`config.mk`:
```
export PLATFORM = sky130hd
export DESIGN_NAME = scc_ctrl
export DESIGN_NICKNAME = d
export VERILOG_FILES = /design/src/hw/rtl/scc_pkg.sv /design/src/hw/rtl/scc_ctrl.sv
export SDC_FILE = /design/constraint.sdc
export NUM_CORES = 1
export LEC_CHECK = 0
export BUFFER_PORTS_ARGS = -buffer_cell sky130_fd_sc_hd__buf_2
export CORE_MARGIN = 4
export CORE_UTILIZATION = 59
export CTS_BUF_LIST = sky130_fd_sc_hd__clkbuf_4 sky130_fd_sc_hd__clkbuf_8
export DETAILED_ROUTE_END_ITERATION = 10
export PLACE_DENSITY = 0.82
export SYNTH_ARGS = -nofsm -noshare
export SYNTH_HDL_FRONTEND = slang
export SYNTH_SLANG_ARGS = --single-unit
export TNS_END_PERCENT = 50
```
`constraint.sdc`:
```
create_clock -name clk -period 2 [get_ports clk]
set_input_delay 0.2 -clock clk [delete_from_list [all_inputs] [get_ports clk]]
set_output_delay 0.2 -clock clk [all_outputs]
set_load 0.01 [all_outputs]
```
`src/hw/rtl/scc_pkg.sv`:
```
`default_nettype none
package scc_pkg;

  localparam int SAMPLE_W   = 24;
  localparam int ENV_W      = 25;
  localparam int CFG_IDX_W  = 3;
  localparam int CFG_DATA_W = 24;
  localparam int CNT_W      = 5;

  localparam int SQRT_STEPS = 25;
  localparam int LOG_STEPS  = 16;
  localparam int HORN_TERMS = 9;

  localparam logic [30:0] ONE_Q30        = 31'h4000_0000;
  localparam logic [18:0] DB_PER_OCT_Q16 = 19'd394566;
  localparam logic [21:0] OCT_PER_DB_Q24 = 22'd2786635;
  localparam logic [29:0] LN2_Q30        = 30'd744261118;

  typedef enum logic [CFG_IDX_W-1:0] {
    REG_THRESHOLD = 3'd0,
    REG_SLOPE     = 3'd1,
    REG_ATTACK    = 3'd2,
    REG_RELEASE   = 3'd3,
    REG_MAKEUP    = 3'd4,
    REG_LINK      = 3'd5,
    REG_ACTIVE    = 3'd6
  } cfg_reg_t;

  typedef struct packed {
    logic [15:0] threshold_q8;
    logic [20:0] compression_slope;
    logic [23:0] attack_coeff;
    logic [23:0] release_coeff;
    logic [23:0] makeup_gain;
    logic        link_channels;
    logic [1:0]  active_channels;
  } cfg_t;

  typedef enum logic [4:0] {
    OP_NONE,
    OP_LOAD,
    OP_SQ_A,
    OP_SQ_B,
    OP_SQRT_STEP,
    OP_LEVEL,
    OP_SM0_MUL,
    OP_SM0_FIN,
    OP_SM1_MUL,
    OP_SM1_FIN,
    OP_SELECT,
    OP_NORM,
    OP_LOG_STEP,
    OP_DB_MUL,
    OP_DB_FIN,
    OP_GR_MUL,
    OP_GR_FIN,
    OP_X_MUL,
    OP_Y_MUL,
    OP_Y_FIN,
    OP_HORN_MUL,
    OP_HORN_DIV,
    OP_GAIN,
    OP_OUT_L,
    OP_OUT_R,
    OP_PUBLISH
  } dp_op_t;

  typedef struct packed {
    dp_op_t     op;
    logic [3:0] k;
  } dp_cmd_t;

  typedef struct packed {
    logic unlinked2;
    logic norm_done;
    logic out_free;
  } dp_status_t;

  typedef enum logic [4:0] {
    S_IDLE,
    S_SQ_A,
    S_SQ_B,
    S_SQRT,
    S_LEVEL,
    S_SM0_MUL,
    S_SM0_FIN,
    S_SM1_MUL,
    S_SM1_FIN,
    S_SELECT,
    S_NORM,
    S_LOG,
    S_DB_MUL,
    S_DB_FIN,
    S_GR_MUL,
    S_GR_FIN,
    S_X_MUL,
    S_Y_MUL,
    S_Y_FIN,
    S_HORN_MUL,
    S_HORN_DIV,
    S_GAIN,
    S_OUT_L,
    S_OUT_R,
    S_PUBLISH
  } ctrl_state_t;

  // ceil(2^34 / k) for k from 2 to 9, else zero; exact floor division for 30-bit dividends
  function automatic logic [33:0] recip_q34(input logic [3:0] k);
    logic [33:0] r;
    unique case (k)
      4'd2:    r = 34'd8589934592;
      4'd3:    r = 34'd5726623062;
      4'd4:    r = 34'd4294967296;
      4'd5:    r = 34'd3435973837;
      4'd6:    r = 34'd2863311531;
      4'd7:    r = 34'd2454267027;
      4'd8:    r = 34'd2147483648;
      4'd9:    r = 34'd1908874354;
      default: r = 34'd0;
    endcase
    return r;
  endfunction

endpackage
`default_nettype wire

```
`src/hw/rtl/scc_ctrl.sv`:
```
`default_nettype none
module scc_ctrl
  import scc_pkg::*;
(
  input  wire logic       clk,
  input  wire logic       rst,
  input  wire logic       in_valid,
  output logic            in_stall,
  input  wire dp_status_t st,
  output dp_cmd_t         cmd
);

  ctrl_state_t      state, state_next;
  logic [CNT_W-1:0] cnt, cnt_next;

  always_ff @(posedge clk) begin
    if (rst) begin
      state <= S_IDLE;
      cnt   <= '0;
    end else begin
      state <= state_next;
      cnt   <= cnt_next;
    end
  end

  assign in_stall = (state != S_IDLE);

  always_comb begin
    state_next = state;
    cnt_next   = cnt;
    cmd.op     = OP_NONE;
    cmd.k      = cnt[3:0];
    unique case (state)
      S_IDLE: begin
        if (in_valid) begin
          cmd.op     = OP_LOAD;
          state_next = S_SQ_A;
        end
      end
      S_SQ_A: begin
        cmd.op     = OP_SQ_A;
        state_next = S_SQ_B;
      end
      S_SQ_B: begin
        cmd.op     = OP_SQ_B;
        cnt_next   = '0;
        state_next = S_SQRT;
      end
      S_SQRT: begin
        cmd.op = OP_SQRT_STEP;
        if (cnt == CNT_W'(SQRT_STEPS - 1)) begin
          state_next = S_LEVEL;
        end else begin
          cnt_next = cnt + 1'b1;
        end
      end
      S_LEVEL: begin
        cmd.op     = OP_LEVEL;
        state_next = S_SM0_MUL;
      end
      S_SM0_MUL: begin
        cmd.op     = OP_SM0_MUL;
        state_next = S_SM0_FIN;
      end
      S_SM0_FIN: begin
        cmd.op     = OP_SM0_FIN;
        state_next = st.unlinked2 ? S_SM1_MUL : S_SELECT;
      end
      S_SM1_MUL: begin
        cmd.op     = OP_SM1_MUL;
        state_next = S_SM1_FIN;
      end
      S_SM1_FIN: begin
        cmd.op     = OP_SM1_FIN;
        state_next = S_SELECT;
      end
      S_SELECT: begin
        cmd.op     = OP_SELECT;
        state_next = S_NORM;
      end
      S_NORM: begin
        if (st.norm_done) begin
          cnt_next   = '0;
          state_next = S_LOG;
        end else begin
          cmd.op = OP_NORM;
        end
      end
      S_LOG: begin
        cmd.op = OP_LOG_STEP;
        if (cnt == CNT_W'(LOG_STEPS - 1)) begin
          state_next = S_DB_MUL;
        end else begin
          cnt_next = cnt + 1'b1;
        end
      end
      S_DB_MUL: begin
        cmd.op     = OP_DB_MUL;
        state_next = S_DB_FIN;
      end
      S_DB_FIN: begin
        cmd.op     = OP_DB_FIN;
        state_next = S_GR_MUL;
      end
      S_GR_MUL: begin
        cmd.op     = OP_GR_MUL;
        state_next = S_GR_FIN;
      end
      S_GR_FIN: begin
        cmd.op     = OP_GR_FIN;
        state_next = S_X_MUL;
      end
      S_X_MUL: begin
        cmd.op     = OP_X_MUL;
        state_next = S_Y_MUL;
      end
      S_Y_MUL: begin
        cmd.op     = OP_Y_MUL;
        state_next = S_Y_FIN;
      end
      S_Y_FIN: begin
        cmd.op     = OP_Y_FIN;
        cnt_next   = CNT_W'(HORN_TERMS);
        state_next = S_HORN_MUL;
      end
      S_HORN_MUL: begin
        cmd.op     = OP_HORN_MUL;
        state_next = S_HORN_DIV;
      end
      S_HORN_DIV: begin
        cmd.op = OP_HORN_DIV;
        if (cnt == CNT_W'(1)) begin
          state_next = S_GAIN;
        end else begin
          cnt_next   = cnt - 1'b1;
          state_next = S_HORN_MUL;
        end
      end
      S_GAIN: begin
        cmd.op     = OP_GAIN;
        state_next = S_OUT_L;
      end
      S_OUT_L: begin
        cmd.op     = OP_OUT_L;
        state_next = S_OUT_R;
      end
      S_OUT_R: begin
        cmd.op     = OP_OUT_R;
        state_next = S_PUBLISH;
      end
      S_PUBLISH: begin
        if (st.out_free) begin
          cmd.op     = OP_PUBLISH;
          state_next = S_IDLE;
        end
      end
      default: begin
        state_next = S_IDLE;
      end
    endcase
  end

`ifndef SYNTHESIS
  a_accept_busy: assert property (@(posedge clk) disable iff (rst)
    (in_valid && !in_stall) |=> (state == S_SQ_A))
    else $error("request accepted without starting the sequence");
  a_horn_range: assert property (@(posedge clk) disable iff (rst)
    (state == S_HORN_DIV) |-> (cnt >= CNT_W'(1) && cnt <= CNT_W'(HORN_TERMS)))
    else $error("series term index out of range");
  a_publish_idle: assert property (@(posedge clk) disable iff (rst)
    (cmd.op == OP_PUBLISH) |=> (state == S_IDLE))
    else $error("publish did not return to idle");
`endif

endmodule
`default_nettype wire

```
Yosys cells after proc, flatten, opt, wreduce, memory -nomap -nowiden

Cells that the tools add are included.

Add/sub/neg operators: 2
Equal/unequal tests: 35
Mux-type cells: 17
Reduce and logical (&&, ||, !) cells: 5

Operators with widths:

| kind                                                | number |
|---|---|
| one-hot mux 5 bit (25 select lines)                 | 2 |
| equality test 5 bit, second input constant          | 10 |
| 2-to-1 mux 5 bit                                    | 10 |
| equality test 5 x 4 -> 1 bit, second input constant | 9 |
| one-hot mux 5 bit (6 select lines)                  | 1 |
| equality test 5 x 3 -> 1 bit, second input constant | 4 |
| != test 2 bit, second input constant                | 8 |
| equality test 5 x 1 -> 1 bit, second input constant | 2 |
| equality test 5 x 2 -> 1 bit, second input constant | 2 |
| AND reduction 5 bit                                 | 2 |
| 2-to-1 mux 4 bit                                    | 2 |
| nonzero test 6 bit                                  | 1 |
| adder 5 x 1 -> 5 bit, second input constant         | 1 |
| zero test 5 bit                                     | 1 |
| nonzero test 5 bit                                  | 1 |
| subtractor 5 x 1 -> 5 bit, second input constant    | 1 |
| 2-to-1 mux 3 bit                                    | 1 |
| 2-to-1 mux 1 bit                                    | 1 |

Register bits after elaboration: 10
Input port bits: 6
Output and inout bits: 10
Logic and storage cells: 61

Logic depth before layout (Yosys ltp)

Depth in word-level cells: 3
Mapped depth: 9
Gate-level depth less buffers: 8

Worst setup path before layout

OpenSTA, ideal clock, no wires.

Kind: reg-to-reg
Start: register cnt[0]
End: register cnt[1]
Setup time: 137 ps
Arrival time: 1687 ps
Required time: 1863 ps
Slack: 176 ps
Cell stages (with the launch flop): 10
Buffers on the path: 1
Period minus slack after synthesis: 1824 ps
Cells stage by stage: dfxtp_1 -> ha_1 -> and3_1 -> ha_1 -> nand2_1 -> o21ai_0 -> a22o_1 -> buf_6 -> a211oi_1 -> a211oi_1

Word-level cells in the longest chain between the ends: 3
Elaborated cells between the ends (all ways): 13
Those cells by class: add/sub (2); eq/ne (6); mux (4); reduce/logical (1)

Ends and longest elaborated chain:

| item                                                                      | line            | source |
|---|---|---|
| start: declaration                                                        | scc_ctrl.sv:14  | `logic [CNT_W-1:0] cnt, cnt_next;` |
| start signal: assignment                                                  | scc_ctrl.sv:22  | `cnt <= cnt_next;` |
| subtractor 5 x 1 -> 5 bit (tied with other cells)                         | scc_ctrl.sv:135 | `cnt_next = cnt - 1'b1;` |
| 2-to-1 mux 5 bit (tied with other cells)                                  | scc_ctrl.sv:132 | `if (cnt == CNT_W'(1)) begin` |
| one-hot mux 5 bit (6 select lines) or AND reduction 5 bit (tied branches) | n/a             |  |

Parallel ways exist; a longest one is shown, timed or not. The select of a mux whose other input is x is not followed.
A chain may end at the register's enable or synchronous reset.

Final worst setup path

Start: register cnt[1]
End: register state[0]

Word-level cells in the longest chain between the ends: 3
Elaborated cells between the ends (all ways): 5
Those cells by class: eq/ne (4); reduce/logical (1)

Ends and longest elaborated chain:

| item                                                                | line                           | source |
|---|---|---|
| equality test 5 x 4 -> 1 bit or equality test 5 bit (tied branches) | scc_ctrl.sv:91, scc_ctrl.sv:51 |  |
| != test 2 bit (no line)                                             | n/a                            |  |
| AND reduction 5 bit (no line) *                                     | n/a                            |  |
| end signal: assignment                                              | scc_ctrl.sv:21                 | `state <= state_next;` |
| end: declaration                                                    | scc_ctrl.sv:13                 | `ctrl_state_t state, state_next;` |

Mark *: on every way between the ends. The rest lies on a longest branch, timed or not.

==> impl_metrics.ini <==
[status]
run_status = finished, final reports clean

[clock_network]
cts_root_buffer = sky130_fd_sc_hd__clkbuf_4
maximum_buffer_depth_of_the_clock_tree = 2
path_clk_slew_ns = 0.06
clock_latency_ns = 0.27
cts_max_level = 1
tritoncts.num_buffers = 3
tritoncts = done
clock-sinks = 10

[power_and_ir_drop]
power_density_nw_per_um2 = 711
peakVddDrop_v = 0.000452
static_leakage_nw = 0.506

[timing]
max_slew.worst_pin.slew_ns = 0.457
fin_tns_setup_ns = 0
fmaxAchievable_ghz = 0.520
report.final.slew_viol_count = 0
finClkSkew_ns = 0.00411
maxSlewHeadroom_pct = 69.2
layout_min_cycle_time_ns = 1.92
finalSetupViolations = 0
timing.hold.ws_ns = 0.232
rsz0062_at_grt = false
hold_viol = 0
post-route-period-util_pct = 96.1

[place]
placed_area_um2 = 1170
gpl.final_weighted_congestion = 0.992
post-place-cells = 173
post-dp-hpwl_um = 2080
port_buffers = 15

[final_layout]
diodes = 0
mostFrequentLayoutCell = sky130_fd_sc_hd__buf_2
design_area_um2 = 1220
total_number_of_nets_in_the_final_design = 165
area.growth.synth_to_final_pct = 11.8
layout.cells.most_common_list = 15 x sky130_fd_sc_hd__buf_2, 12 x sky130_fd_sc_hd__nor2_1, 11 x sky130_fd_sc_hd__nand2_1
finish.cell_count_without_fillers = 177
area.sequential_um2 = 208
fillerInstances = 144
multiInputGateArea_um2 = 785
final_layout_size_suffix_gt1_share_pct = 29.6

[worst_setup_path]
endpoint_kind = flop
critical_path_class = reg2reg
critPathLaunchType = flop
r2r.worst_path.cells = 8
rr_startpoint = cnt[1]
worst-path-max-fanout = 6
timing.critical_path.required_ns = 2.21
worstReg2RegEnd = state[0]
worst-endpoint-arrival_ns = 2.13
worst-r2r-setup-slack_ns = 0.08

[die]
floorplan.initialDensity_pct = 62.7
placement_rows = 15
placeable_core_region_um2 = 1750
die_span_in_y_um = 51.1
design.die.area_um2 = 2610
die_x_um = 51.1
top_level_ports = 16

[drt]
detail-route-antenna-nets = 0
wl_met1_um = 1290
drt_first_pass_iters = 4
dr.max_layer_used = met4
drt_iter0_markers = 54
avgViaCountPerCell = 6.38
drc_errors = 0
dr_total_vias = 1130
dr_wl_met2_um = 1240
detailroute.wirelength.met3_um = 256
route.final.wire_length_um = 2830
drt-wirelength-per-cell_um = 16.0

[global_route]
antenna_found_initial = 0
grt_start_max_net_pins = 20
globalRouteOverflowTotal = 0
grt_pass1_wl_um = 4410
via_count_of_the_first_global_routing_pass = 920
globalRouteTotalUtil_pct = 22.6

[logic_synthesis]
synth-main-ff-cell = sky130_fd_sc_hd__dfxtp_1
yosysWarnings = 0
synth.yosys.seq_area_share_pct = 18.3
post_synthesis_sequential_element_count = 10
synth-edff-count = 0
synth.distinct_cells = 53
async_reset_ff_share_pct = 0
syn_area_per_cell_um2 = 7.81
syn-instance-count = 140
synth_area_um2 = 1090
synth_fp_nets = 151

[hold_path]
hold_end = cnt[3]
holdPathStages = 2
hold_path.startpoint = rst
hold_class = in2reg

[run]
max_cap_violations = 0
## logic make-up after synthesis
| kind of cell | Yosys count | share of synthesized area [%] |
|---|---|---|
| simple gates | 50 | 26.4 |
| compound gates | 46 | 32.7 |
| buf+inv | 23 | 11.6 |
| flops | 10 | 18.3 |
| fa+ha+maj | 6 | 6.64 |
| mux | 3 | 2.75 |
| xor+xnor | 2 | 1.60 |
## cells in the mapped netlist, drive strengths merged (4+ instances only)
library cell / number / area, um2
a211oi: 5 / 42.5
a21oi: 9 / 48.8
a32oi: 4 / 42.6
buf: 15 / 96.3
dfxtp: 10 / 200
ha: 5 / 62.6
inv: 7 / 26.3
nand2: 11 / 41.3
nor2: 12 / 45.0
o21ai: 7 / 35.0
## critical path, stage by stage (launching register included)
cell,delay [ns]
sky130_fd_sc_hd__dfxtp_4,0.38
sky130_fd_sc_hd__ha_2,0.20
sky130_fd_sc_hd__and3_1,0.17
sky130_fd_sc_hd__ha_2,0.20
sky130_fd_sc_hd__mux2i_1,0.09
sky130_fd_sc_hd__a32oi_2,0.26
sky130_fd_sc_hd__o41ai_4,0.15
sky130_fd_sc_hd__o32a_1,0.32
sky130_fd_sc_hd__nor2_1,0.08
## how the worst max path moves through the flow
| stage | start | end | slack [ns] | cells after the start |
|---|---|---|---|---|
| floorplan | cnt[0] | cnt[1] | 0.18 | 9 |
| global placement | cnt[1] | cnt[1] | 0.08 | 7 |
| detailed placement | cnt[1] | cnt[2] | 0.003 | 8 |
| CTS | cnt[0] | state[0] | 0.03 | 8 |
| global route | cnt[1] | state[0] | 0.02 | 8 |
| finish | cnt[1] | state[0] | 0.08 | 8 |
## state kept, by name, indices dropped and copies added (netlist names)
name	count
cnt	5
state	5
## layout make-up
class,instances,share of cell area (%)
clock buffers,3,1.84
inverters,7,2.15
multi-input cells,107,64.2
flip-flops and latches,10,17.0
well taps,25,2.56
repair buffers,25,12.3
## per-stage QoR
step,utilization [%],total power [mW],setup WS [ns]
2_1_floorplan,-,0.604,0.176
3_3_place_gp,66.9,0.694,0.0772
3_5_place_dp,66.9,0.703,0.00280
4_1_cts,68.3,0.846,0.0323
5_1_grt,70.0,0.921,0.0167
6_report,70.0,0.870,0.0787
## metal layers
layer | GRT usage [%] | vias to the layer above
met5 | 0 | -
met4 | 8.52 | 0
met3 | 8.16 | 8
met2 | 31.1 | 55
met1 | 31.6 | 519
li1 | - | 548
## timing repair
item / in CTS / in global routing
gates resized for setup: 2 / 7
endpoints found under the setup margin: 3 / 7
pin swaps: 0 / 1
hold buffers: 0 / 0
setup buffers: 0 / 1
## power breakdown
part,switching (mW),internal (mW)
Sequential,0.0352,0.226
Combinational,0.259,0.211
Clock,0.0685,0.0696
Total,0.362,0.507
Note: power is estimated with default switching activity, not from simulation.
