### src/hw/rtl/scc_pkg.sv
`default_nettype none
package scc_pkg;

  localparam int SAMPLE_W   = 24;
  localparam int ENV_W      = 25;
  localparam int CFG_IDX_W  = 3;
  localparam int CFG_DATA_W = 24;
  localparam int CNT_W      = 5;

  localparam int SQRT_STEPS = 25;
  localparam int LOG_STEPS  = 16;
  localparam int HORN_TERMS = 9;

  localparam logic [30:0] ONE_Q30        = 31'h4000_0000;
  localparam logic [18:0] DB_PER_OCT_Q16 = 19'd394566;
  localparam logic [21:0] OCT_PER_DB_Q24 = 22'd2786635;
  localparam logic [29:0] LN2_Q30        = 30'd744261118;

  typedef enum logic [CFG_IDX_W-1:0] {
    REG_THRESHOLD = 3'd0,
    REG_SLOPE     = 3'd1,
    REG_ATTACK    = 3'd2,
    REG_RELEASE   = 3'd3,
    REG_MAKEUP    = 3'd4,
    REG_LINK      = 3'd5,
    REG_ACTIVE    = 3'd6
  } cfg_reg_t;

  typedef struct packed {
    logic [15:0] threshold_q8;
    logic [20:0] compression_slope;
    logic [23:0] attack_coeff;
    logic [23:0] release_coeff;
    logic [23:0] makeup_gain;
    logic        link_channels;
    logic [1:0]  active_channels;
  } cfg_t;

  typedef enum logic [4:0] {
    OP_NONE,
    OP_LOAD,
    OP_SQ_A,
    OP_SQ_B,
    OP_SQRT_STEP,
    OP_LEVEL,
    OP_SM0_MUL,
    OP_SM0_FIN,
    OP_SM1_MUL,
    OP_SM1_FIN,
    OP_SELECT,
    OP_NORM,
    OP_LOG_STEP,
    OP_DB_MUL,
    OP_DB_FIN,
    OP_GR_MUL,
    OP_GR_FIN,
    OP_X_MUL,
    OP_Y_MUL,
    OP_Y_FIN,
    OP_HORN_MUL,
    OP_HORN_DIV,
    OP_GAIN,
    OP_OUT_L,
    OP_OUT_R,
    OP_PUBLISH
  } dp_op_t;

  typedef struct packed {
    dp_op_t     op;
    logic [3:0] k;
  } dp_cmd_t;

  typedef struct packed {
    logic unlinked2;
    logic norm_done;
    logic out_free;
  } dp_status_t;

  typedef enum logic [4:0] {
    S_IDLE,
    S_SQ_A,
    S_SQ_B,
    S_SQRT,
    S_LEVEL,
    S_SM0_MUL,
    S_SM0_FIN,
    S_SM1_MUL,
    S_SM1_FIN,
    S_SELECT,
    S_NORM,
    S_LOG,
    S_DB_MUL,
    S_DB_FIN,
    S_GR_MUL,
    S_GR_FIN,
    S_X_MUL,
    S_Y_MUL,
    S_Y_FIN,
    S_HORN_MUL,
    S_HORN_DIV,
    S_GAIN,
    S_OUT_L,
    S_OUT_R,
    S_PUBLISH
  } ctrl_state_t;

  // ceil(2^34 / k) for k from 2 to 9, else zero; exact floor division for 30-bit dividends
  function automatic logic [33:0] recip_q34(input logic [3:0] k);
    logic [33:0] r;
    unique case (k)
      4'd2:    r = 34'd8589934592;
      4'd3:    r = 34'd5726623062;
      4'd4:    r = 34'd4294967296;
      4'd5:    r = 34'd3435973837;
      4'd6:    r = 34'd2863311531;
      4'd7:    r = 34'd2454267027;
      4'd8:    r = 34'd2147483648;
      4'd9:    r = 34'd1908874354;
      default: r = 34'd0;
    endcase
    return r;
  endfunction

endpackage
`default_nettype wire

### src/hw/rtl/scc_cfg.sv
`default_nettype none
module scc_cfg
  import scc_pkg::*;
(
  input  wire logic                  clk,
  input  wire logic                  rst,
  input  wire logic                  cfg_valid,
  output logic                       cfg_ready,
  input  wire logic [CFG_IDX_W-1:0]  cfg_index,
  input  wire logic [CFG_DATA_W-1:0] cfg_data,
  output cfg_t                       cfg
);

  assign cfg_ready = 1'b1;

  always_ff @(posedge clk) begin
    if (rst) begin
      cfg.threshold_q8      <= 16'hEC00;
      cfg.compression_slope <= 21'd49152;
      cfg.attack_coeff      <= 24'd16000000;
      cfg.release_coeff     <= 24'd16700000;
      cfg.makeup_gain       <= 24'd65536;
      cfg.link_channels     <= 1'b1;
      cfg.active_channels   <= 2'd2;
    end else if (cfg_valid && cfg_ready) begin
      unique case (cfg_reg_t'(cfg_index))
        REG_THRESHOLD: cfg.threshold_q8      <= cfg_data[15:0];
        REG_SLOPE:     cfg.compression_slope <= cfg_data[20:0];
        REG_ATTACK:    cfg.attack_coeff      <= cfg_data;
        REG_RELEASE:   cfg.release_coeff     <= cfg_data;
        REG_MAKEUP:    cfg.makeup_gain       <= cfg_data;
        REG_LINK:      cfg.link_channels     <= cfg_data[0];
        REG_ACTIVE:    cfg.active_channels   <= cfg_data[1:0];
        default: begin
        end
      endcase
    end
  end

endmodule
`default_nettype wire

### config.mk
export PLATFORM = sky130hd
export DESIGN_NAME = scc_cfg
export DESIGN_NICKNAME = d
export VERILOG_FILES = /design/src/hw/rtl/scc_pkg.sv /design/src/hw/rtl/scc_cfg.sv
export SDC_FILE = /design/constraint.sdc
export NUM_CORES = 1
export LEC_CHECK = 0
export ABC_AREA = 0
export BUFFER_PORTS_ARGS = -buffer_cell sky130_fd_sc_hd__buf_2
export CORE_ASPECT_RATIO = 1.1
export CORE_MARGIN = 2
export CORE_UTILIZATION = 45
export DETAILED_ROUTE_END_ITERATION = 10
export PLACE_DENSITY_LB_ADDON = 0.25
export SYNTH_ARGS = -nofsm -noshare
export SYNTH_HDL_FRONTEND = slang
export SYNTH_SLANG_ARGS = --single-unit
### constraint.sdc
create_clock -name clk -period 1.9 [get_ports clk]
set_input_delay 0.285 -clock clk [delete_from_list [all_inputs] [get_ports clk]]
set_output_delay 0.285 -clock clk [all_outputs]
set_load 0.03 [all_outputs]
Yosys cells after proc, flatten, opt, wreduce, memory -nomap -nowiden
Index checks and enable logic that the tools add are counted.
{ "word_totals": {"register_bits": 112, "in_bits": 30, "output_inout_bits": 113} }
{ "op_classes": {"eq_ne": 6, "reduce_logical": 8} }
{ "op_table": {"columns": ["cell", "count"], "rows": [
  ["AND reduction 2 bit", 7],
  ["equality test 3 bit (second input constant)", 3],
  ["equality test 3 x 2 -> 1 bit (second input constant)", 2],
  ["equality test 3 x 1 -> 1 bit (second input constant)", 1],
  ["logical NOT 3 bit", 1]
]} }

Logic depth before layout (Yosys ltp)
Gate-level depths: netlist of run 1.
{ "logic_depth": {"word_depth": 2, "mapped_depth": 5, "depth_no_buf": 2} }

Least setup slack after synthesis of run 1
OpenSTA, ideal clock, no wires.
{ "synth_path": {"path_type": "input to register", "from": "input cfg_index[1]", "to": "register cfg[110] (netlist name)", "setup_ns": 0.123, "arrival_time_ns": 1.313, "required_time_ns": 1.777, "path_slack_ns": 0.463, "path_stages": 5, "path_buffers": 3, "path_cell_list": "buf_4 or4b_4 buf_6 buf_12 mux2i_1"} }
{ "synth_via": {"elab_chain_len": 2} }
{ "synth_rtl": {"columns": ["item", "line_no", "text"], "rows": [
  ["start, declared", "scc_cfg.sv:9", "input wire logic [CFG_IDX_W-1:0] cfg_index,"],
  ["logical NOT 3 bit", "scc_cfg.sv:26", "unique case (cfg_reg_t'(cfg_index))"],
  ["AND reduction 2 bit (no source line)", null, null],
  ["end, declared", "scc_cfg.sv:11", "output cfg_t cfg"]
]} }
Every way passes these cells.
A chain may end at the register's enable or synchronous reset.

Worst setup path in the final report of run 1
{ "layout_path": {"from": "register cfg[44] (netlist name)", "to": "output cfg[44] (netlist name)"} }
No word-level cell between the ends.

==> results of run 1 <==
## per-layer routing
metal  wire (µm)  track usage [%]  up-vias
met5           0                0        -
met4         107             6.46        0
met3         787             5.77        9
met2        4770             30.1      100
met1        4750             24.9     1541
li1            -                -     1651
## power by group through the flow
| stage | Combinational, mW | Sequential, mW | Clock, mW |
|---|---|---|---|
| after detailed placement | 0.461 | 2.48 | 0 |
| after CTS | 0.463 | 2.43 | 1.36 |
| after floorplan | 0.215 | 2.58 | 0 |
| final | 0.458 | 2.43 | 1.33 |
| after global routing | 0.492 | 2.43 | 1.46 |
| after global placement | 0.455 | 2.48 | 0 |
## how the worst max path moves through the flow
| stage | from | end | cells past startpoint |
|---|---|---|---|
| after global routing | cfg[111] | cfg[111] | 1 |
| after floorplan | cfg_index[1] | cfg[110] | 5 |
| after global placement | cfg_index[0] | cfg[103] | 3 |
| after detailed placement | cfg_index[0] | cfg[101] | 3 |
| final | cfg[44] | cfg[44] | 1 |
| after CTS | cfg[44] | cfg[44] | 1 |
## cell families (layout without fill, tap and decap cells)
group / Yosys count / after routing / synth area share, %
muxes: 112 / 112 / 24.8
buffers and inverters: 36 / 168 / 4.18
and+or+nand+nor: 166 / 166 / 21.2
DFF: 112 / 112 / 49.7
other: 1 / 1 / 0.0831
## layout make-up
type	instances	share of cell area (%)
Tap cell	120	2.72
Sequential cell	112	40.7
Multi-Input combinational cell	279	38.3
Clock inverter	6	0.772
Clock buffer	10	2.50
Timing Repair Buffer	152	15.0
## layout by cell type, fill, tap and decap left out
cell	synthesis	routed
buf_2	11	140
nor4bb_1	3	1
nand2b_1	106	106
nand4bb_2	0	1
clkinv_2	0	2
nor2_1	49	49
nand4bb_1	2	1
nor4bb_2	0	1
clkbuf_8	0	10
mux2i_1	112	112
nor4b_1	1	1
nand4b_1	3	3
and4b_1	1	1
buf_12	1	3
buf_4	2	9
or4b_4	1	1
dfxtp_1	112	112
nor4bb_4	0	1
inv_6	0	1
conb_1	1	1
clkinv_4	0	1
clkinvlp_4	0	2
## stage by stage
stage / util, % / instance area, µm² / instances / hold WS, ps
after CTS: 56.3 / 5510 / 679 / 161
final: 56.3 / 5510 / 679 / 178
after detailed placement: 54.4 / 5330 / 663 / 463
after global routing: 56.3 / 5510 / 679 / 170
after floorplan: - / 4510 / 427 / 440
after global placement: 54.4 / 5330 / 663 / 454
==> metrics.log, run 1 <==
INFO  metric status = finished clean
INFO  metric number_of_endpoints_failing_setup_at_the_final_stage = 0
INFO  metric core = 0.00979 mm²
INFO  metric clock_insertion_delay_worst_skew = 360 ps
INFO  metric number_of_global_route_vias_before_repair = 3213
INFO  metric p_int = 3.09 mW
INFO  metric tightest_slew = 648 ps
INFO  metric post-cts-setup-buffers = 0
INFO  metric reg2reg_from = cfg[46]
INFO  metric crit_path_dat = 960 ps
INFO  metric synth.cell_area = 0.00451 mm²
INFO  metric ys_seq_area_share = 49.7%
INFO  metric most_common_flop_cell_mapped_by_yosys = dfxtp_1
INFO  metric grt_pass1_wl = 16200 µm
INFO  metric post_route_setup_tns = 0 ps
INFO  metric via_count = 3301
INFO  metric clockPowerShare = 31.6%
INFO  metric nFillCells = 869
INFO  metric cap_violations = 0
INFO  metric drtPass1Iterations = 4
INFO  metric cpLargestDelayFamily = flip-flops
INFO  metric worst_clock_skew = 0 ps
INFO  metric worstSetupStartpointType = flip-flop
INFO  metric antenna_found_initial = 0
INFO  metric post_synth_main_area_contributors = dfxtp_1, mux2i_1, nand2b_1, nor2_1, clkbuf_1
INFO  metric rows = 38
INFO  metric max_fclk = 0.801 GHz
INFO  metric timing.hold.worst.class = in -> reg
INFO  metric gr-usage-all-layers = 19.0%
INFO  metric routed_via_density = 4.86
INFO  metric area.growth.synth_to_final = 22.1%
INFO  metric worstSetupPathType = reg -> out
INFO  metric clock_tree.buffer_depth = 2
INFO  metric clk_transition_reported_paths = 110 ps
INFO  metric multi_input_area = 0.00211 mm²
INFO  metric grt_start_max_net_pins = 59
INFO  metric clock_sinks = 112
INFO  metric synth-async-reset-ratio = 0%
INFO  metric count_of_hold_fix_buffers_inserted_at_cts = 0
INFO  metric gpl.final_weighted_congestion = 0.771
INFO  metric largest_reg_flops = 112
INFO  metric hold_viol = 0
INFO  metric boundaryPins = 143
INFO  metric tritoncts_clock_tree = yes
INFO  metric syn_area_per_cell = 10.6 µm²
INFO  metric finalWorstPathRequiredPeriod = 1250 ps
INFO  metric cp.required = 1620 ps
INFO  metric timing_max_transition_violations_final = 0
INFO  metric whs_endpoint = cfg[26]
INFO  metric synth.largest_area_cell = dfxtp_1
INFO  metric grt_setup_unrepaired = false
INFO  metric global_route_total_overflow = 0
INFO  metric ys_warn_count = 0
INFO  metric crit_path_cell_trace = buf_2
INFO  metric post_drt_wl_per_cell = 15.3 µm
INFO  metric fin_total_pwr = 4.22 mW
INFO  metric drc_errors = 0
INFO  metric worst_vdd_ir = 0.415 mV
INFO  metric hold_path.startpoint = cfg_data[23]
INFO  metric layout-drive-gt1-share = 30.8%
INFO  metric net_sw_share = 26.7%
INFO  metric critical-path-slowest-cell = dfxtp_1
INFO  metric worst_path_largest_cell_delay = 380 ps
INFO  metric nNetsFinal = 584
INFO  metric synth.net_count = 457
INFO  metric drt_iter0_drc = 54
INFO  metric fp.dieH = 109 µm
INFO  metric portBuffers = 141
INFO  metric power.share.combinational = 10.9%
INFO  metric r2r_end = cfg[46]
INFO  metric hold_path_depth = 3
INFO  metric netlist_instances = 427
INFO  metric maxSlewHeadroom = 56.2%
INFO  metric synth.distinct_cells = 17
INFO  metric sequential_cell_area = 0.00224 mm²
INFO  metric power_frac_seq = 57.5%
INFO  metric antenna_cells = 0
INFO  metric crit_buf_inv = 1
INFO  metric switchingPower = 1.13 mW
INFO  metric post_route_clock_period_utilization = 65.7%
INFO  metric power_leakage = 2.72 nW
INFO  metric top_register = cfg
INFO  metric reg2reg_setup_slack = 1230 ps
INFO  metric synth-seq-cells = 112
INFO  metric cts-root-buf = clkbuf_8
INFO  metric wirelength = 10400 µm
INFO  metric initial_utilization = 46.1%
INFO  metric pwr_dens = 765 mW/mm²
INFO  metric worst_r2r_path_cells = 2
INFO  metric tritoncts.num_buffers = 9
INFO  metric detailed_place_hpwl = 7270 µm
INFO  metric preCtsSetupSlack = 414 ps
INFO  metric die_width = 99.5 µm
INFO  metric path_max_fanout = 2
INFO  metric netlist_top_cells_count = dfxtp_1, mux2i_1, nand2b_1
INFO  metric quantity_of_gates_resized_following_cts = 0
INFO  metric worst_setup_path_end_kind = output port
INFO  metric post_synth_edffs = 0
INFO  metric h_tree_depth = 3
INFO  metric ant_nets = 0
INFO  metric final.setup.worst_slack = 652 ps
INFO  metric largest_registers = cfg (112)
INFO  metric synth_largest_type_area_fraction = 49.7%
INFO  metric die_outline_area = 0.0108 mm²
Note: power is estimated with default switching activity, not from simulation.
==> run 2, diff against run 1 <==
==> constraint.sdc (replaced) <==
create_clock -name clk -period 1.05 [get_ports clk]
set_input_delay 0.1575 -clock clk [delete_from_list [all_inputs] [get_ports clk]]
set_output_delay 0.1575 -clock clk [all_outputs]
set_load 0.03 [all_outputs]
==> run 2 against run 1 <==
Largest power group unchanged. Critical path depth unchanged. Sequential share of layout area is 4.1 points lower. Routed wire length grew 6.5%.
==> metrics.log, run 2 (synthesis gave the netlist of run 1 again) <==
INFO  metric cts-root-buf = clkbuf_8
INFO  metric routed_via_density = 4.92
INFO  metric cap_violations = 0
INFO  metric finalWorstPathRequiredPeriod = 1020 ps
INFO  metric crit_path_dat = 860 ps
INFO  metric layout.cells.most_common_list = mux2i_1, buf_6, nand2b_1, dfxtp_2, nor2_1
INFO  metric post_route_clock_period_utilization = 97.2%
INFO  metric worst_clock_skew = 0 ps
INFO  metric via_count = 3401
INFO  metric clock_tree.buffer_depth = 2
INFO  metric largest_reg_flops = 112
INFO  metric status = finished clean
INFO  metric largest_registers = cfg (112)
INFO  metric grt_setup_unrepaired = true
INFO  metric clock_sinks = 112
INFO  metric die_width = 99.5 µm
INFO  metric timing_max_transition_violations_final = 0
INFO  metric core = 0.00979 mm²
INFO  metric worst_vdd_ir = 0.637 mV
INFO  metric met2_usage = 34.0%
INFO  metric wirelength = 11100 µm
INFO  metric reg2reg_from = cfg[73]
INFO  metric drtPass1Iterations = 4
INFO  metric hold_path.startpoint = cfg_data[22]
INFO  metric worstSetupStartpointType = flip-flop
INFO  metric clock_insertion_delay_worst_skew = 360 ps
INFO  metric r2r_end = cfg[73]
INFO  metric cp.required = 890 ps
INFO  metric tritoncts.num_buffers = 9
INFO  metric power_leakage = 2.98 nW
INFO  metric timing.hold.worst.class = in -> reg
INFO  metric nNetsFinal = 595
INFO  metric die_outline_area = 0.0108 mm²
INFO  metric drt_iter0_drc = 103
INFO  metric fin_total_pwr = 7.85 mW
INFO  metric area.growth.synth_to_final = 43.8%
INFO  metric reg2reg_setup_slack = 330 ps
INFO  metric count_of_hold_fix_buffers_inserted_at_cts = 0
INFO  metric crit_path_cell_trace = buf_6
INFO  metric hold_path_depth = 3
INFO  metric number_of_endpoints_failing_setup_at_the_final_stage = 0
INFO  metric final.setup.worst_slack = 29.0 ps
INFO  metric worst_r2r_path_cells = 3
INFO  metric post_drt_wl_per_cell = 16.1 µm
INFO  metric ant_nets = 0
INFO  metric worst_setup_path_end_kind = output port
INFO  metric grt_start_max_net_pins = 58
INFO  metric h_tree_depth = 3
INFO  metric drc_errors = 0
INFO  metric path_max_fanout = 2
INFO  metric max_fclk = 0.979 GHz
INFO  metric busiest_layer = met2
INFO  metric portBuffers = 141
INFO  metric fp.dieH = 109 µm
INFO  metric cpLargestDelayFamily = flip-flops
INFO  metric crit_buf_inv = 1
INFO  metric grt_pass1_wl = 17300 µm
INFO  metric layout.cells.most_common = mux2i_1
INFO  metric hold_viol = 0
INFO  metric worstSetupPathType = reg -> out
INFO  metric worst_path_largest_cell_delay = 360 ps
INFO  metric preCtsSetupSlack = -254 ps
INFO  metric rows = 38
INFO  metric boundaryPins = 143
INFO  metric layout-drive-gt1-share = 50.4%
INFO  metric global_route.usage.met3 = 5.45%
INFO  metric use_met1 = 25.3%
INFO  metric critical-path-slowest-cell = dfxtp_2
INFO  metric clk_transition_reported_paths = 100 ps
INFO  metric gr-usage-all-layers = 20.3%
INFO  metric global_route_total_overflow = 0
INFO  metric top_register = cfg
INFO  metric number_of_global_route_vias_before_repair = 3409
INFO  metric gpl.final_weighted_congestion = 0.756
INFO  metric whs_endpoint = cfg[25]
INFO  metric tritoncts_clock_tree = yes
INFO  metric antenna_found_initial = 0
INFO  metric detailed_place_hpwl = 7530 µm
INFO  metric pwr_dens = 1210 mW/mm²
INFO  metric initial_utilization = 46.1%
-- run 2: cell count changes in the layout (fill, tap and decap cells not counted), sizes merged --
cell,delta
inv,-1
clkbuf,+4
clkinvlp,-1
clkinv,-2
buf,+11
diode,+1
-- run 2: layer usage --
layer / part of all wire (%) / vias to the layer above / wire [µm]
met5: 0 / - / 0
met4: 1.4 / 0 / 153
met3: 6.5 / 12 / 716
met2: 48 / 100 / 5350
met1: 44 / 1616 / 4880
li1: - / 1673 / -
-- run 2: layout make-up --
cell class,instances,area (µm²)
Sequential cell,112,2370
Clock inverter,2,12.5
Clock buffer,14,173
Timing Repair Buffer,163,1670
Fill cell,776,3300
Tap cell,120,150
Antenna cell,1,2.50
Multi-Input combinational cell,279,2110
-- run 2: repair_timing --
action	CTS	global route
setup buffers	0	1
pin swaps	0	0
resized for setup	235	94
setup endpoints to repair	112	71
-- run 2: worst max path at each step --
| stage | slack, ps | end | cells after the start | startpoint |
|---|---|---|---|---|
| 6_report | 30 | cfg[17] | 1 | cfg[17] |
| 5_1_grt | -9 | cfg[71] | 1 | cfg[71] |
| 4_1_cts | 0.08 | cfg[107] | 1 | cfg[107] |
| 3_5_place_dp | -250 | cfg[110] | 3 | cfg_index[1] |
| 3_3_place_gp | -220 | cfg[103] | 3 | cfg_index[1] |
| 2_1_floorplan | -250 | cfg[110] | 5 | cfg_index[1] |
-- run 2: where the power goes --
| group | switching, mW | internal [mW] |
|---|---|---|
| Clock | 1.38 | 1.06 |
| Combinational | 0.524 | 0.462 |
| Sequential | 0.0732 | 4.36 |
-- run 2: stage by stage --
step / hold WS, ps / utilization, % / area (µm²) / TNS (ps) / instances
after floorplan: 313 / - / 4560 / -2880 / 427
final: 57.6 / 66.3 / 6490 / 0 / 691
after global routing: 52.2 / 66.3 / 6490 / -21.8 / 690
after CTS: 37.3 / 64.1 / 6280 / 0 / 689
after global placement: 424 / 55.8 / 5470 / -14800 / 673
after detailed placement: 443 / 55.8 / 5470 / -16900 / 673
==> run 3, diff against run 2 <==
--- a/config.mk
+++ b/config.mk
@@ -12,6 +12,7 @@
 export CORE_UTILIZATION = 45
 export DETAILED_ROUTE_END_ITERATION = 10
 export PLACE_DENSITY_LB_ADDON = 0.25
+export RECOVER_POWER = 100
 export SYNTH_ARGS = -nofsm -noshare
 export SYNTH_HDL_FRONTEND = slang
 export SYNTH_SLANG_ARGS = --single-unit
==> run 3 against run 2 <==
Critical path depth stayed put. Power decreased by 0.35%. Combinational power shrank 2.5%. Highest routed layer unchanged. Worst setup slack got worse by 8.4 ps. Sequential cell count unchanged. Routed wire length up 0.15%. Worst hold slack about the same. Sequential share of layout area up 0.43 points.
==> metrics.log, run 3 (synthesis gave the netlist of run 1 again) <==
INFO  metric crit_path_dat = 870 ps
INFO  metric h_tree_depth = 3
INFO  metric clockPowerShare = 31.1%
INFO  metric top_register = cfg
INFO  metric path_max_fanout = 2
INFO  metric die_outline_area = 0.0108 mm²
INFO  metric post_route_clock_period_utilization = 98.0%
INFO  metric routed_via_density = 4.95
INFO  metric rows = 38
INFO  metric antenna_found_initial = 0
INFO  metric hold_viol = 0
INFO  metric power_frac_seq = 56.6%
INFO  metric grt_setup_unrepaired = true
INFO  metric drt_iter0_drc = 87
INFO  metric post_drt_wl_per_cell = 16.1 µm
INFO  metric wirelength = 11100 µm
INFO  metric cpLargestDelayFamily = flip-flops
INFO  metric power.share.combinational = 12.3%
INFO  metric cts-root-buf = clkbuf_8
INFO  metric tritoncts_clock_tree = yes
INFO  metric worst_setup_path_end_kind = output port
INFO  metric layout.cells.most_common = mux2i_1
INFO  metric detailed_place_hpwl = 7530 µm
INFO  metric grt_start_max_net_pins = 58
INFO  metric largest_registers = cfg (112)
INFO  metric grt_pass1_wl = 17300 µm
INFO  metric nFillCells = 796
INFO  metric p_int = 5.86 mW
INFO  metric worst_path_largest_cell_delay = 370 ps
INFO  metric worstSetupPathType = reg -> out
INFO  metric layout.cells.most_common_list = mux2i_1, buf_6, nand2b_1
INFO  metric number_of_global_route_vias_before_repair = 3409
INFO  metric portBuffers = 141
INFO  metric drtPass1Iterations = 4
INFO  metric status = finished clean
INFO  metric number_of_endpoints_failing_setup_at_the_final_stage = 0
INFO  metric gr-usage-all-layers = 20.3%
INFO  metric via_count = 3421
INFO  metric worstSetupStartpointType = flip-flop
INFO  metric tritoncts.num_buffers = 9
INFO  metric boundaryPins = 143
INFO  metric final.setup.worst_slack = 20.6 ps
INFO  metric timing_max_transition_violations_final = 0
INFO  metric drc_errors = 0
INFO  metric core = 0.00979 mm²
INFO  metric layout-drive-gt1-share = 48.6%
INFO  metric timing.hold.worst.class = in -> reg
INFO  metric crit_buf_inv = 1
INFO  metric count_of_hold_fix_buffers_inserted_at_cts = 0
INFO  metric switchingPower = 1.97 mW
INFO  metric clock_sinks = 112
INFO  metric die_width = 99.5 µm
INFO  metric cap_violations = 0
INFO  metric clock_insertion_delay_worst_skew = 360 ps
INFO  metric initial_utilization = 46.1%
INFO  metric worst_vdd_ir = 0.638 mV
INFO  metric global_route_total_overflow = 0
INFO  metric crit_path_cell_trace = buf_6
INFO  metric ant_nets = 0
INFO  metric postLayoutCoreUtil = 65.3%
INFO  metric critical-path-slowest-cell = dfxtp_1
INFO  metric clock_tree.buffer_depth = 2
INFO  metric net_sw_share = 25.2%
INFO  metric nNetsFinal = 595
INFO  metric worst_clock_skew = 0 ps
INFO  metric gpl.final_weighted_congestion = 0.756
INFO  metric area.growth.synth_to_final = 41.7%
INFO  metric power_leakage = 2.94 nW
INFO  metric clk_transition_reported_paths = 100 ps
INFO  metric reg2reg_setup_slack = 310 ps
INFO  metric preCtsSetupSlack = -254 ps
INFO  metric finalWorstPathRequiredPeriod = 1030 ps
INFO  metric pwr_dens = 1220 mW/mm²
INFO  metric fp.dieH = 109 µm
INFO  metric cp.required = 890 ps
INFO  metric max_fclk = 0.971 GHz
INFO  metric largest_reg_flops = 112
## run 3: final timing paths
path                            cells after the start  endpoint         start
worst max-delay path                                1   cfg[10]       cfg[10]
worst min-delay path                                3   cfg[25]  cfg_data[22]
worst max register to register                      3   cfg[73]       cfg[73]
worst min register to register                      2   cfg[94]       cfg[94]
## run 3: cell type report
class	instances	area (µm²)	share of cell area, %
multi-input cells	279	2100	32.9
clock inverters	2	12.5	0.196
flip-flops and latches	112	2370	37.0
clock buffers	14	173	2.70
diodes	1	2.50	0.0391
well taps	120	150	2.35
repair buffers	163	1590	24.8
## run 3: what timing repair did
item / 4_1_cts / 5_1_grt
resized for setup: 235 / 94
setup endpoints to repair: 112 / 71
setup buffers: 0 / 1
## run 3: routing by layer
| metal | global-route usage (%) | share of wire (%) |
|---|---|---|
| met4 | 7.05 | 1.4 |
| met3 | 5.45 | 6.5 |
| met5 | 0 | 0 |
| met2 | 34.0 | 48 |
| met1 | 25.3 | 44 |
## run 3: power by group through the flow
stage | Combinational (mW) | Clock, mW | Sequential, mW
after global routing | 1.03 | 2.65 | 4.44
after CTS | 0.972 | 2.50 | 4.41
final | 0.962 | 2.44 | 4.43
after detailed placement | 0.879 | 0 | 4.49
after floorplan | 0.400 | 0 | 4.67
after global placement | 0.865 | 0 | 4.48
## run 3: metrics by stage
| stage | setup TNS (ps) | cell area (µm²) | hold slack [ps] | instances | power, mW |
|---|---|---|---|---|---|
| CTS | 0 | 6280 | 37.3 | 689 | 7.88 |
| global route | -33.8 | 6390 | 52.7 | 690 | 8.12 |
| global placement | -14800 | 5470 | 424 | 673 | 5.35 |
| finish | 0 | 6400 | 57.3 | 691 | 7.82 |
| detailed placement | -16900 | 5470 | 443 | 673 | 5.37 |
| floorplan | -2880 | 4560 | 313 | 427 | 5.07 |
